### config.mk
export PLATFORM = sky130hd
export DESIGN_NAME = power_series_divide_mod_p
export DESIGN_NICKNAME = d
export VERILOG_FILES = /design/src/rtl/psdm_pkg.sv /design/src/rtl/psdm_ram.sv /design/src/rtl/psdm_ctrl.sv /design/src/rtl/psdm_dp.sv /design/src/rtl/power_series_divide_mod_p.sv
export SDC_FILE = /design/constraint.sdc
export NUM_CORES = 2
export LEC_CHECK = 0
export BUFFER_PORTS_ARGS = -buffer_cell sky130_fd_sc_hd__buf_2
export CORE_ASPECT_RATIO = 0.7
export CORE_UTILIZATION = 59
export CTS_CLUSTER_DIAMETER = 60
export DETAILED_ROUTE_END_ITERATION = 8
export MAX_ROUTING_LAYER = met4
export PLACE_DENSITY_LB_ADDON = 0.1
export SKIP_LAST_GASP = 1
export SYNTH_ARGS = -nofsm -noshare
export SYNTH_HDL_FRONTEND = slang
export SYNTH_HIERARCHICAL = 1
export SYNTH_SLANG_ARGS = --single-unit
### constraint.sdc
create_clock -name i_clk -period 8.54 [get_ports i_clk]
set_clock_uncertainty 0.2 [all_clocks]
set_input_delay 1.281 -clock i_clk [delete_from_list [all_inputs] [get_ports i_clk]]
set_output_delay 1.281 -clock i_clk [all_outputs]
set_load 0.01 [all_outputs]
### src/rtl/psdm_pkg.sv
// shared types and constants for the modular power series divider
`default_nettype none

package psdm_pkg;

    // the prime modulus and its multiples
    localparam logic [29:0] PRIME    = 30'd998244353;
    localparam logic [31:0] PRIME_X1 = 32'd998244353;
    localparam logic [31:0] PRIME_X2 = 32'd1996488706;

    // barrett reciprocal, floor(2^60 / p), fits in 31 bits
    localparam logic [30:0] BARRETT_MU = 31'((64'd1 << 60) / 64'd998244353);

    // item commands
    localparam logic CMD_LOAD = 1'b0;
    localparam logic CMD_FEED = 1'b1;

    typedef struct packed {
        logic        cmd;
        logic [4:0]  tap_index;
        logic [29:0] coeff_value;
        logic        is_last;
    } t_in_item;

    typedef struct packed {
        logic [29:0] quotient_coeff;
        logic        coeff_last;
    } t_out_item;

    // controller to datapath
    typedef struct packed {
        logic load_tap;
        logic start_feed;
        logic issue_rd;
        logic finish;
    } t_ctrl_cmd;

    // datapath to controller
    typedef struct packed {
        logic pipe_busy;
        logic out_held;
    } t_dp_status;

endpackage

`default_nettype wire

### src/rtl/psdm_ram.sv
// generic single write port ram with registered read
`default_nettype none

module psdm_ram #(
    parameter int WIDTH = 30,
    parameter int DEPTH = 16
) (
    input  wire logic                                     i_clk,
    input  wire logic                                     i_we,
    input  wire logic [((DEPTH > 1) ? $clog2(DEPTH) : 1)-1:0] i_waddr,
    input  wire logic [WIDTH-1:0]                         i_wdata,
    input  wire logic [((DEPTH > 1) ? $clog2(DEPTH) : 1)-1:0] i_raddr,
    output logic      [WIDTH-1:0]                         o_rdata
);

    logic [WIDTH-1:0] r_mem [DEPTH];

    always_ff @(posedge i_clk) begin
        if (i_we) begin
            r_mem[i_waddr] <= i_wdata;
        end
        o_rdata <= r_mem[i_raddr];
    end

endmodule

`default_nettype wire

### src/rtl/psdm_ctrl.sv
// sequencing state machine and tap count register
`default_nettype none

module psdm_ctrl #(
    parameter int MAX_TAPS = 16
) (
    input  wire logic                   i_clk,
    input  wire logic                   i_rst_n,
    input  wire logic                   i_in_valid,
    input  wire logic                   i_in_cmd,
    output logic                        o_in_stall,
    input  wire logic                   i_cfg_valid,
    output logic                        o_cfg_ready,
    input  wire logic [4:0]             i_cfg_data,
    output psdm_pkg::t_ctrl_cmd         o_ctrl,
    output logic [((MAX_TAPS > 1) ? $clog2(MAX_TAPS) : 1)-1:0] o_rd_idx,
    input  psdm_pkg::t_dp_status        i_stat
);

    localparam int IW = (MAX_TAPS > 1) ? $clog2(MAX_TAPS) : 1;
    localparam int CW = $clog2(MAX_TAPS + 1);

    localparam logic [1:0] S_IDLE  = 2'd0;
    localparam logic [1:0] S_MAC   = 2'd1;
    localparam logic [1:0] S_DRAIN = 2'd2;

    logic [1:0]    r_state, n_state;
    logic [CW-1:0] r_k, n_k;
    logic [4:0]    r_tap_count;
    logic [CW-1:0] w_m;
    logic          w_accept;

    assign o_cfg_ready = 1'b1;
    assign o_in_stall  = (r_state != S_IDLE);
    assign w_accept    = i_in_valid && !o_in_stall;
    assign o_rd_idx    = r_k[IW-1:0];

    // taps in use, clamped to the storage depth
    assign w_m = (9'(r_tap_count) > 9'(MAX_TAPS)) ? CW'(MAX_TAPS) : CW'(r_tap_count);

    always_comb begin
        n_state = r_state;
        n_k     = r_k;
        o_ctrl  = '0;
        case (r_state)
            S_IDLE: begin
                if (w_accept) begin
                    if (i_in_cmd == psdm_pkg::CMD_FEED) begin
                        o_ctrl.start_feed = 1'b1;
                        n_k               = '0;
                        n_state           = S_MAC;
                    end else begin
                        o_ctrl.load_tap = 1'b1;
                    end
                end
            end
            S_MAC: begin
                if (r_k == w_m) begin
                    n_state = S_DRAIN;
                end else begin
                    o_ctrl.issue_rd = 1'b1;
                    n_k             = r_k + CW'(1);
                end
            end
            S_DRAIN: begin
                if (!i_stat.pipe_busy && !i_stat.out_held) begin
                    o_ctrl.finish = 1'b1;
                    n_state       = S_IDLE;
                end
            end
            default: begin
                n_state = S_IDLE;
            end
        endcase
    end

    always_ff @(posedge i_clk) begin
        if (!i_rst_n) begin
            r_state     <= S_IDLE;
            r_k         <= '0;
            r_tap_count <= '0;
        end else begin
            r_state <= n_state;
            r_k     <= n_k;
            if (i_cfg_valid && o_cfg_ready) begin
                r_tap_count <= i_cfg_data;
            end
        end
    end

endmodule

`default_nettype wire

### src/rtl/psdm_dp.sv
// tap and history stores, modular multiply-accumulate pipeline, output register
`default_nettype none

module psdm_dp #(
    parameter int MAX_TAPS = 16
) (
    input  wire logic                   i_clk,
    input  wire logic                   i_rst_n,
    input  psdm_pkg::t_in_item          i_in_item,
    input  psdm_pkg::t_ctrl_cmd         i_ctrl,
    input  wire logic [((MAX_TAPS > 1) ? $clog2(MAX_TAPS) : 1)-1:0] i_rd_idx,
    output psdm_pkg::t_dp_status        o_stat,
    output logic                        o_out_valid,
    input  wire logic                   i_out_stall,
    output psdm_pkg::t_out_item         o_out_item
);

    localparam int IW = (MAX_TAPS > 1) ? $clog2(MAX_TAPS) : 1;
    localparam int CW = $clog2(MAX_TAPS + 1);

    // input reduction
    logic [29:0]         w_in_red;
    logic [8:0]          w_tidx_m1;
    logic                w_tidx_ok;
    logic                w_tap_we;

    // stores
    logic [MAX_TAPS-1:0] r_tap_vld;
    logic [IW-1:0]       r_wp;
    logic [IW-1:0]       r_hp;
    logic [CW-1:0]       r_fill;
    logic [29:0]         w_tap_rd;
    logic [29:0]         w_hist_rd;
    logic [IW-1:0]       w_hist_raddr;

    // feed item
    logic [29:0]         r_val;
    logic                r_last;

    // pipeline
    logic                r_s1_v, r_s2_v, r_s3_v, r_s4_v, r_s5_v;
    logic                r_s1_tok, r_s1_hok;
    logic [59:0]         r_p;
    logic [61:0]         w_q2;
    logic [30:0]         r_q3;
    logic [31:0]         r_x3, r_x4, r_t4;
    logic [31:0]         w_r;
    logic [29:0]         w_r_red, r_r5;
    logic [30:0]         w_acc_sum;
    logic [29:0]         r_acc;

    // result
    logic [30:0]         w_diff;
    logic [29:0]         w_q;

    assign w_in_red  = (i_in_item.coeff_value >= psdm_pkg::PRIME)
                     ? i_in_item.coeff_value - psdm_pkg::PRIME : i_in_item.coeff_value;
    assign w_tidx_m1 = 9'(i_in_item.tap_index) - 9'd1;
    assign w_tidx_ok = (i_in_item.tap_index != 5'd0) &&
                       (9'(i_in_item.tap_index) <= 9'(MAX_TAPS));
    assign w_tap_we  = i_ctrl.load_tap && w_tidx_ok;

    // newest history entry first, walking back through the ring
    assign w_hist_raddr = r_hp;

    psdm_ram #(.WIDTH(30), .DEPTH(MAX_TAPS)) u_tap_ram (
        .i_clk   (i_clk),
        .i_we    (w_tap_we),
        .i_waddr (w_tidx_m1[IW-1:0]),
        .i_wdata (w_in_red),
        .i_raddr (i_rd_idx),
        .o_rdata (w_tap_rd)
    );

    psdm_ram #(.WIDTH(30), .DEPTH(MAX_TAPS)) u_hist_ram (
        .i_clk   (i_clk),
        .i_we    (i_ctrl.finish),
        .i_waddr (r_wp),
        .i_wdata (w_q),
        .i_raddr (w_hist_raddr),
        .o_rdata (w_hist_rd)
    );

    // barrett estimate and remainder correction
    assign w_q2      = 62'(r_p[59:29]) * 62'(psdm_pkg::BARRETT_MU);
    assign w_r       = r_x4 - r_t4;
    assign w_r_red   = (w_r >= psdm_pkg::PRIME_X2) ? 30'(w_r - psdm_pkg::PRIME_X2)
                     : (w_r >= psdm_pkg::PRIME_X1) ? 30'(w_r - psdm_pkg::PRIME_X1)
                     : w_r[29:0];
    assign w_acc_sum = 31'(r_acc) + 31'(r_r5);

    // q = val - acc mod p
    assign w_diff = 31'(r_val) - 31'(r_acc);
    assign w_q    = w_diff[30] ? 30'(w_diff + 31'(psdm_pkg::PRIME)) : w_diff[29:0];

    assign o_stat.pipe_busy = r_s1_v || r_s2_v || r_s3_v || r_s4_v || r_s5_v;
    assign o_stat.out_held  = o_out_valid && i_out_stall;

    // control state
    always_ff @(posedge i_clk) begin
        if (!i_rst_n) begin
            r_tap_vld   <= '0;
            r_wp        <= '0;
            r_fill      <= '0;
            r_s1_v      <= 1'b0;
            r_s2_v      <= 1'b0;
            r_s3_v      <= 1'b0;
            r_s4_v      <= 1'b0;
            r_s5_v      <= 1'b0;
            o_out_valid <= 1'b0;
        end else begin
            if (w_tap_we) begin
                r_tap_vld[w_tidx_m1[IW-1:0]] <= 1'b1;
            end
            r_s1_v <= i_ctrl.issue_rd;
            r_s2_v <= r_s1_v;
            r_s3_v <= r_s2_v;
            r_s4_v <= r_s3_v;
            r_s5_v <= r_s4_v;
            if (i_ctrl.finish) begin
                r_wp <= (r_wp == IW'(MAX_TAPS - 1)) ? '0 : r_wp + IW'(1);
                if (r_last) begin
                    r_fill <= '0;
                end else if (r_fill != CW'(MAX_TAPS)) begin
                    r_fill <= r_fill + CW'(1);
                end
                o_out_valid <= 1'b1;
            end else if (o_out_valid && !i_out_stall) begin
                o_out_valid <= 1'b0;
            end
        end
    end

    // payload
    always_ff @(posedge i_clk) begin
        if (i_ctrl.start_feed) begin
            r_val <= w_in_red;
            r_last <= i_in_item.is_last;
            r_acc <= '0;
            r_hp  <= (r_wp == '0) ? IW'(MAX_TAPS - 1) : r_wp - IW'(1);
        end else begin
            if (i_ctrl.issue_rd) begin
                r_hp <= (r_hp == '0) ? IW'(MAX_TAPS - 1) : r_hp - IW'(1);
            end
            if (r_s5_v) begin
                r_acc <= (w_acc_sum >= 31'(psdm_pkg::PRIME))
                       ? 30'(w_acc_sum - 31'(psdm_pkg::PRIME)) : w_acc_sum[29:0];
            end
        end
        // unwritten taps and history older than the series read as zero
        r_s1_tok <= r_tap_vld[i_rd_idx];
        r_s1_hok <= (CW'(i_rd_idx) < r_fill);
        r_p      <= 60'(r_s1_tok ? w_tap_rd : 30'd0) * 60'(r_s1_hok ? w_hist_rd : 30'd0);
        r_q3     <= w_q2[61:31];
        r_x3     <= r_p[31:0];
        r_t4     <= 32'(r_q3) * psdm_pkg::PRIME_X1;
        r_x4     <= r_x3;
        r_r5     <= w_r_red;
        if (i_ctrl.finish) begin
            o_out_item.quotient_coeff <= w_q;
            o_out_item.coeff_last     <= r_last;
        end
    end

endmodule

`default_nettype wire

### src/rtl/power_series_divide_mod_p.sv
// top level of the power series divider modulo 998244353
// usage:
//   input channel (i_in_valid / o_in_stall / i_in_item) carries load and feed items;
//   a transfer happens on a rising edge with valid high and stall low
//   load items write denominator tap 1..MAX_TAPS and give no result
//   feed items give one quotient coefficient each on the output channel
//   (o_out_valid / i_out_stall / o_out_item), in arrival order
//   config channel (i_cfg_valid / o_cfg_ready / i_cfg_data) writes tap_count; ready is
//   always high; writes are to be made only while the block is idle, a rule the user must keep
// timing:
//   a feed item's result is registered after all m products are accumulated, m being the
//   taps in use (tap_count clamped to MAX_TAPS); one shared multiply and barrett reduction
//   pipeline takes one tap per cycle and the input stalls until the result is registered,
//   so a new feed item is taken only after the last one's result is registered
// reset:
//   synchronous active low; clears tap count, tap and history fill state, output valid
// output stall:
//   the finished result waits in the output register; a load item or the next feed item
//   is still taken, and a feed item holds before writing its result until the old one goes
`default_nettype none

module power_series_divide_mod_p #(
    parameter int MAX_TAPS = 16
) (
    input  wire logic           i_clk,
    input  wire logic           i_rst_n,
    input  wire logic           i_in_valid,
    output logic                o_in_stall,
    input  psdm_pkg::t_in_item  i_in_item,
    output logic                o_out_valid,
    input  wire logic           i_out_stall,
    output psdm_pkg::t_out_item o_out_item,
    input  wire logic           i_cfg_valid,
    output logic                o_cfg_ready,
    input  wire logic [4:0]     i_cfg_data
);

    localparam int IW = (MAX_TAPS > 1) ? $clog2(MAX_TAPS) : 1;

    // controller and datapath handshake
    psdm_pkg::t_ctrl_cmd  w_ctrl;
    psdm_pkg::t_dp_status w_stat;
    logic [IW-1:0]        w_rd_idx;

    psdm_ctrl #(.MAX_TAPS(MAX_TAPS)) u_ctrl (
        .i_clk       (i_clk),
        .i_rst_n     (i_rst_n),
        .i_in_valid  (i_in_valid),
        .i_in_cmd    (i_in_item.cmd),
        .o_in_stall  (o_in_stall),
        .i_cfg_valid (i_cfg_valid),
        .o_cfg_ready (o_cfg_ready),
        .i_cfg_data  (i_cfg_data),
        .o_ctrl      (w_ctrl),
        .o_rd_idx    (w_rd_idx),
        .i_stat      (w_stat)
    );

    psdm_dp #(.MAX_TAPS(MAX_TAPS)) u_dp (
        .i_clk       (i_clk),
        .i_rst_n     (i_rst_n),
        .i_in_item   (i_in_item),
        .i_ctrl      (w_ctrl),
        .i_rd_idx    (w_rd_idx),
        .o_stat      (w_stat),
        .o_out_valid (o_out_valid),
        .i_out_stall (i_out_stall),
        .o_out_item  (o_out_item)
    );

    // a feed only starts on a real feed transfer
    a_start_on_transfer: assert property (@(posedge i_clk) disable iff (!i_rst_n)
        w_ctrl.start_feed |-> (i_in_valid && !o_in_stall &&
                               i_in_item.cmd == psdm_pkg::CMD_FEED))
        else $error("feed started without a feed transfer");

    // result is written only once every product has reached the accumulator
    a_finish_drained: assert property (@(posedge i_clk) disable iff (!i_rst_n)
        w_ctrl.finish |-> !w_stat.pipe_busy)
        else $error("result taken with products still in flight");

    // a waiting result is never overwritten
    a_finish_out_free: assert property (@(posedge i_clk) disable iff (!i_rst_n)
        w_ctrl.finish |-> !(o_out_valid && i_out_stall))
        else $error("stalled result overwritten");

    // tap reads only happen while the input is held off
    a_issue_busy: assert property (@(posedge i_clk) disable iff (!i_rst_n)
        w_ctrl.issue_rd |-> o_in_stall)
        else $error("tap read while idle");

endmodule

`default_nettype wire
# Yosys cells after proc, flatten, opt, wreduce, memory -nomap -nowiden
# Memories as Yosys holds them, arrays and structs flattened. A register that Yosys moved wholly into a read port is not among the register bits.
# Cells that the tools add are included.
[classes]
n_addsub = 14
mul = 3
n_lt_le_gt_ge = 10
eq_ne = 10
muxes = 42
bitwise = 1
reduce_logical = 27
[op_table]
columns = ["op", "n"]
rows = [
  ["2-to-1 mux 30 bit", 7],
  ["subtractor 30 bit (second input constant)", 4],
  ["multiplier 31 x 31 -> 62 bit (second input constant)", 1],
  ["multiplier 60 x 60 -> 60 bit", 1],
  [">= comparator 32 x 30 -> 1 bit (second input constant)", 1],
  [">= comparator 32 x 31 -> 1 bit (second input constant)", 1],
  ["multiplier 31 x 30 -> 32 bit (second input constant)", 1],
  ["subtractor 32 bit", 1],
  ["adder 30 x 30 -> 31 bit", 1],
  [">= comparator 31 x 30 -> 1 bit (second input constant)", 1],
  ["subtractor 30 x 30 -> 31 bit", 1],
  ["adder 30 bit (second input constant)", 1],
  [">= comparator 30 bit (second input constant)", 1],
  ["2-to-1 mux 5 bit", 6],
  ["2-to-1 mux 4 bit", 5],
  ["OR 16 bit", 1],
  ["2-to-1 mux 1 bit", 14],
  ["2-to-1 mux 2 bit", 6],
  ["subtractor 4 x 1 -> 4 bit (second input constant)", 3],
  ["adder 5 x 1 -> 5 bit (second input constant)", 2],
  ["< comparator 4 x 5 -> 1 bit (second input constant)", 2],
  ["case mux 5 bit (2 select lines)", 1],
  ["nonzero test 2 bit", 5],
  ["logical NOT 4 bit", 2],
  ["other kinds (22)", 38],
]
[word_totals]
register_bits = 358
ram_bits = 960
inputBits = 47
out_inout_bits = 34
word_cells = 135
mem_count = 2
[mem_list]
columns = ["memory", "words", "width", "rd", "rd_clocked_by_memory_dff", "wr", "line", "rtl"]
rows = [
  ["u_dp.u_hist_ram.r_mem", 16, 30, 1, 1, 1, "psdm_ram.sv:16", "logic [WIDTH-1:0] r_mem [DEPTH];"],
  ["u_dp.u_tap_ram.r_mem", 16, 30, 1, 1, 1, "psdm_ram.sv:16", ""],
]

# Logic depth before layout (Yosys ltp)
[logic_depth]
depth_word = 10
mapped_depth = 37
ltp_nobuf = 33

# Cells and area by module
# Netlist, hierarchy kept.
[modules_own_cells]
columns = ["mod", "instances", "cells_each", "area_per_inst_um2", "seq_area_each_um2"]
rows = [
  ["psdm_dp", 1, 6398, 58949.0, 7587.3],
  ["psdm_ram", 2, 785, 18939.4, 15014.4],
  ["psdm_ctrl", 1, 77, 669.4, 240.2],
]

# Worst setup path after synthesis
# OpenSTA, ideal clock, no wires.
[synth_timing]
path_kind = "reg-to-reg"
start = "register u_dp.r_s1_tok"
end = "register u_dp.r_p[56]"
setup_time_ns = 0.072
arrival_ns = 8.802
required_time_ns = 8.268
setup_slack_ns = -0.534
path_stages_with_launch = 34
n_path_buf = 4
path_cell_list = "dfxtp_1 clkbuf_1 clkbuf_1 nand2_1 clkbuf_1 nor2_1 fa_1 fa_1 fa_1 inv_1 fa_1 inv_1 fa_1 fa_1 fa_1 inv_1 fa_1 inv_1 ha_1 clkbuf_1 a2111oi_0 a2111oi_0 a211oi_1 or3_1 a21oi_1 o31ai_1 a31oi_1 a211oi_1 nor3_1 a311o_1 a21o_1 a21o_1 a21oi_1 xnor2_1"
[synth_between]
elab_chain_cells = 2
[synth_lines]
columns = ["element", "line", "rtl"]
rows = [
  ["start, declared", "psdm_dp.sv:42", "logic r_s1_tok, r_s1_hok;"],
  ["start signal, assigned", "psdm_dp.sv:151", "r_s1_tok <= r_tap_vld[i_rd_idx];"],
  ["2-to-1 mux 30 bit", "psdm_dp.sv:153", "r_p <= 60'(r_s1_tok ? w_tap_rd : 30'd0) * 60'(r_s1_hok ? w_hist_rd : 30'd0);"],
  ["multiplier 60 x 60 -> 60 bit", "psdm_dp.sv:153", ""],
  ["end signal, assigned", "psdm_dp.sv:153", ""],
  ["end, declared", "psdm_dp.sv:43", "logic [59:0] r_p;"],
]
# No other way between the ends.
# A chain may end at the register's enable or synchronous reset.

# Worst setup path after layout
[layout_timing]
start = "register u_dp.r_s1_tok"
end = "register u_dp.r_p[58]"
# The elaborated chain is that of the path after synthesis.

==> impl_metrics.py <==
metrics = {
    "logic_synthesis": {
        "synth_area_um2": 97500,
        "synth_nets": 9936,
        "syn_inst": 8045,
        "synth.distinct_cells": 93,
        "synth_edf_count": 1026,
        "syn_area_per_cell_um2": 12.1,
        "ys_seq_elements": 1378,
        "ys_warn_count": 6,
        "synth_flop_cell": "edfxtp_1",
        "synthArstFlopShare": 0,
        "yosysSeqAreaShare": 0.388,
    },
    "floorplan": {
        "die_area_um2": 167000,
        "die_y_um": 342,
        "fp-row-count": 124,
        "ios": 81,
        "die_x_um": 488,
        "coreArea_um2": 164000,
        "initial_core_util": 0.596,
    },
    "placed_design": {
        "portBuffers": 79,
        "placed_cells": 10532,
        "post-dp-hpwl_mm": 234,
        "place_congestion": 1.10,
    },
    "timing": {
        "slew_viol_final": 0,
        "fmax_ghz": 0.116,
        "min_period_ns": 8.60,
        "setup_violations": 5,
        "relSlewSlack": 0.0575,
        "whs_ns": 0.124,
        "tightest_slew_ns": 1.41,
        "rsz0062_at_grt": "true",
        "worst_slack_ns": -0.0624,
        "period_share": 1.01,
        "hold_viol_final": 0,
    },
    "cts": {
        "numClockSinks": 1378,
        "root_buffer": "clkbuf_16",
        "path_clk_slew_ns": 0.07,
        "cts_tree": "done",
        "cts_made_buffers": 141,
        "cts.path.max_buffers": 3,
        "htreeDepth": 4,
        "clock_latency_ns": 0.84,
    },
    "power_and_ir_drop": {
        "leakage_nw": 48.1,
        "peakVddDrop_v": 0.000203,
        "totalPowerFinal_mw": 16.6,
        "powerDensity_nw_per_um2": 150,
    },
    "setup_path": {
        "critPathKind": "register to register",
        "reg2reg_from": "u_dp/r_s1_tok",
        "crit_fanout": 10,
        "startpoint": "u_dp/r_s1_tok",
        "r2r_slack_ns": -0.06,
        "reg2regPathDepth": 31,
        "reg2reg_to": "u_dp/r_p[58]",
        "worstPathRequired_ns": 9.07,
        "startpoint_type": "register",
        "cp-end-kind": "register",
        "crit_path_frequent_cell": "fa_1",
        "cp_data_arrival_time_ns": 9.13,
        "cp-endpoint": "u_dp/r_p[58]",
        "cp_slowest_cell": "fa_2",
        "cpPeakStageDelay_ns": 0.66,
    },
    "worst_hold_path": {
        "hold_class": "register to register",
    },
    "grt": {
        "antenna_found_initial": 23,
        "grt_pass1_vias": 64294,
        "grt-ovfl-total": 0,
        "grt_max_degree": 104,
        "grt_use_total": 0.379,
        "grt_pass1_wl_mm": 439,
    },
    "layout": {
        "layout_common_cells": "1305 x inv_1, 1026 x edfxtp_1, 1009 x fa_1, 774 x ha_1, 627 x nand2_1",
        "area_growth_pct": 13.6,
        "drive_above_1_share": 0.154,
        "fillers": 12067,
        "nNetsFinal": 10405,
        "final_common_cell": "inv_1",
        "final_cells": 10859,
    },
    "drt": {
        "avgRoutedWirePerCell_um": 27.7,
        "antenna_left": 0,
        "detail_route.iter0.violations": 8358,
        "drt_first_pass_iters": 6,
        "vias_per_cell": 6.02,
        "vias": 65365,
        "drc": 0,
        "wirelength_mm": 301,
    },
    "flow_run": {
        "drv_cap": 0,
    },
    "status": {
        "status": "complete, but fails checks",
        "violations": "negative setup slack",
    },
}
## cells by family (layout without fill, tap and decap cells)
kind of cell    Yosys count  after routing  share of synthesized area
simple gates           1859           1859                     0.0841
fa+ha+maj              1844           1844                      0.317
buf+inv                1621           2207                     0.0666
flops                  1378           1378                      0.388
compound gates          788            788                     0.0544
xor+xnor                288            288                     0.0260
mux                     266            266                     0.0630
other cells               1             24                  0.0000385
## state kept, by name (all words and copies together) (netlist names), 2 cells and up
signal,flops
u_dp/r_fill,5
u_dp/r_t4,32
u_ctrl/r_k,5
u_dp/u_hist_ram/r_mem,480
u_ctrl/r_state,2
u_dp/r_hp,4
u_dp/u_hist_ram/o_rdata,30
u_dp/o_out_item,31
u_dp/r_p,60
u_dp/r_x4,32
u_dp/r_r5,30
u_dp/r_tap_vld,16
u_dp/r_x3,32
u_dp/u_tap_ram/o_rdata,30
u_dp/r_acc,30
u_dp/r_q3,31
u_dp/u_tap_ram/r_mem,480
u_dp/r_wp,4
u_dp/r_val,30
u_ctrl/r_tap_count,5
## critical path: cells and delay by family (launching register included)
family | cells | cell delay [ns]
fa+ha+maj | 9 | 4.51
simple gates | 7 | 1.21
buf+inv | 8 | 0.94
compound gates | 7 | 1.22
flops | 1 | 0.42
## per-layer routing
metal,vias to the layer above,wire (um),GRT usage
li1,27994,-,-
met5,-,0,-
met2,3680,116000,0.470
met1,33284,134000,0.589
met3,407,43300,0.127
met4,0,7420,0.0862
## through the flow
step / setup TNS [ns] / setup WS (ns) / cell area [um^2] / utilization
after floorplan: -0.0596 / -0.0596 / 97500 / -
after global placement: -7.11 / -0.718 / 104000 / 0.634
after detailed placement: -7.83 / -0.846 / 104000 / 0.634
final: -0.243 / -0.0624 / 111000 / 0.677
after global routing: -1.92 / -0.313 / 111000 / 0.677
after CTS: -0.185 / -0.0850 / 110000 / 0.671
## cell type report
cell class / instances / area [um^2] / share of cell area
clock buffers: 180 / 3730 / 0.0337
well taps: 2205 / 2760 / 0.0249
multi-input cells: 5046 / 54800 / 0.495
repair buffers: 622 / 5460 / 0.0493
diodes: 23 / 57.6 / 0.000520
flip-flops and latches: 1378 / 37900 / 0.342
inverters: 1325 / 4970 / 0.0449
clock inverters: 80 / 1070 / 0.00969
## cell usage after synthesis, drive strengths merged, types with 98 or more instances
cell type	count	area (um^2)
a21o	98	736
a21oi	203	1020
a22oi	123	923
clkbuf	233	875
dfxtp	352	7050
edfxtp	1026	30800
fa	1050	21000
ha	794	9930
inv	1324	4970
mux4	245	5920
nand2	665	2500
nor2	705	2650
xnor2	197	1730
## how the worst min path moves through the flow
stage          cells past startpoint  slack (ns)       endpoint           from
2_1_floorplan                      0        0.11  u_dp/r_t4[10]  u_dp/r_q3[10]
3_3_place_gp                       0        0.11   u_dp/r_x3[0]    u_dp/r_p[0]
3_5_place_dp                       0        0.11   u_dp/r_x3[0]    u_dp/r_p[0]
4_1_cts                            0        0.12  u_dp/r_x3[20]   u_dp/r_p[20]
5_1_grt                            0        0.12  u_dp/r_x3[20]   u_dp/r_p[20]
6_report                           0        0.12  u_dp/r_x3[20]   u_dp/r_p[20]
## report_power, final
group / switching [mW] / internal (mW) / total (mW)
registers: 0.127 / 7.45 / 7.58
clock network: 2.87 / 3.50 / 6.36
logic: 1.72 / 0.960 / 2.68
## repair_timing
action	CTS	global route
buffers inserted	23	15
endpoints found under the setup margin	19	21
pin swaps	110	98
hold buffers	0	0
gates cloned	7	4
resized for setup	264	183
(Power assumes the default switching activity.)
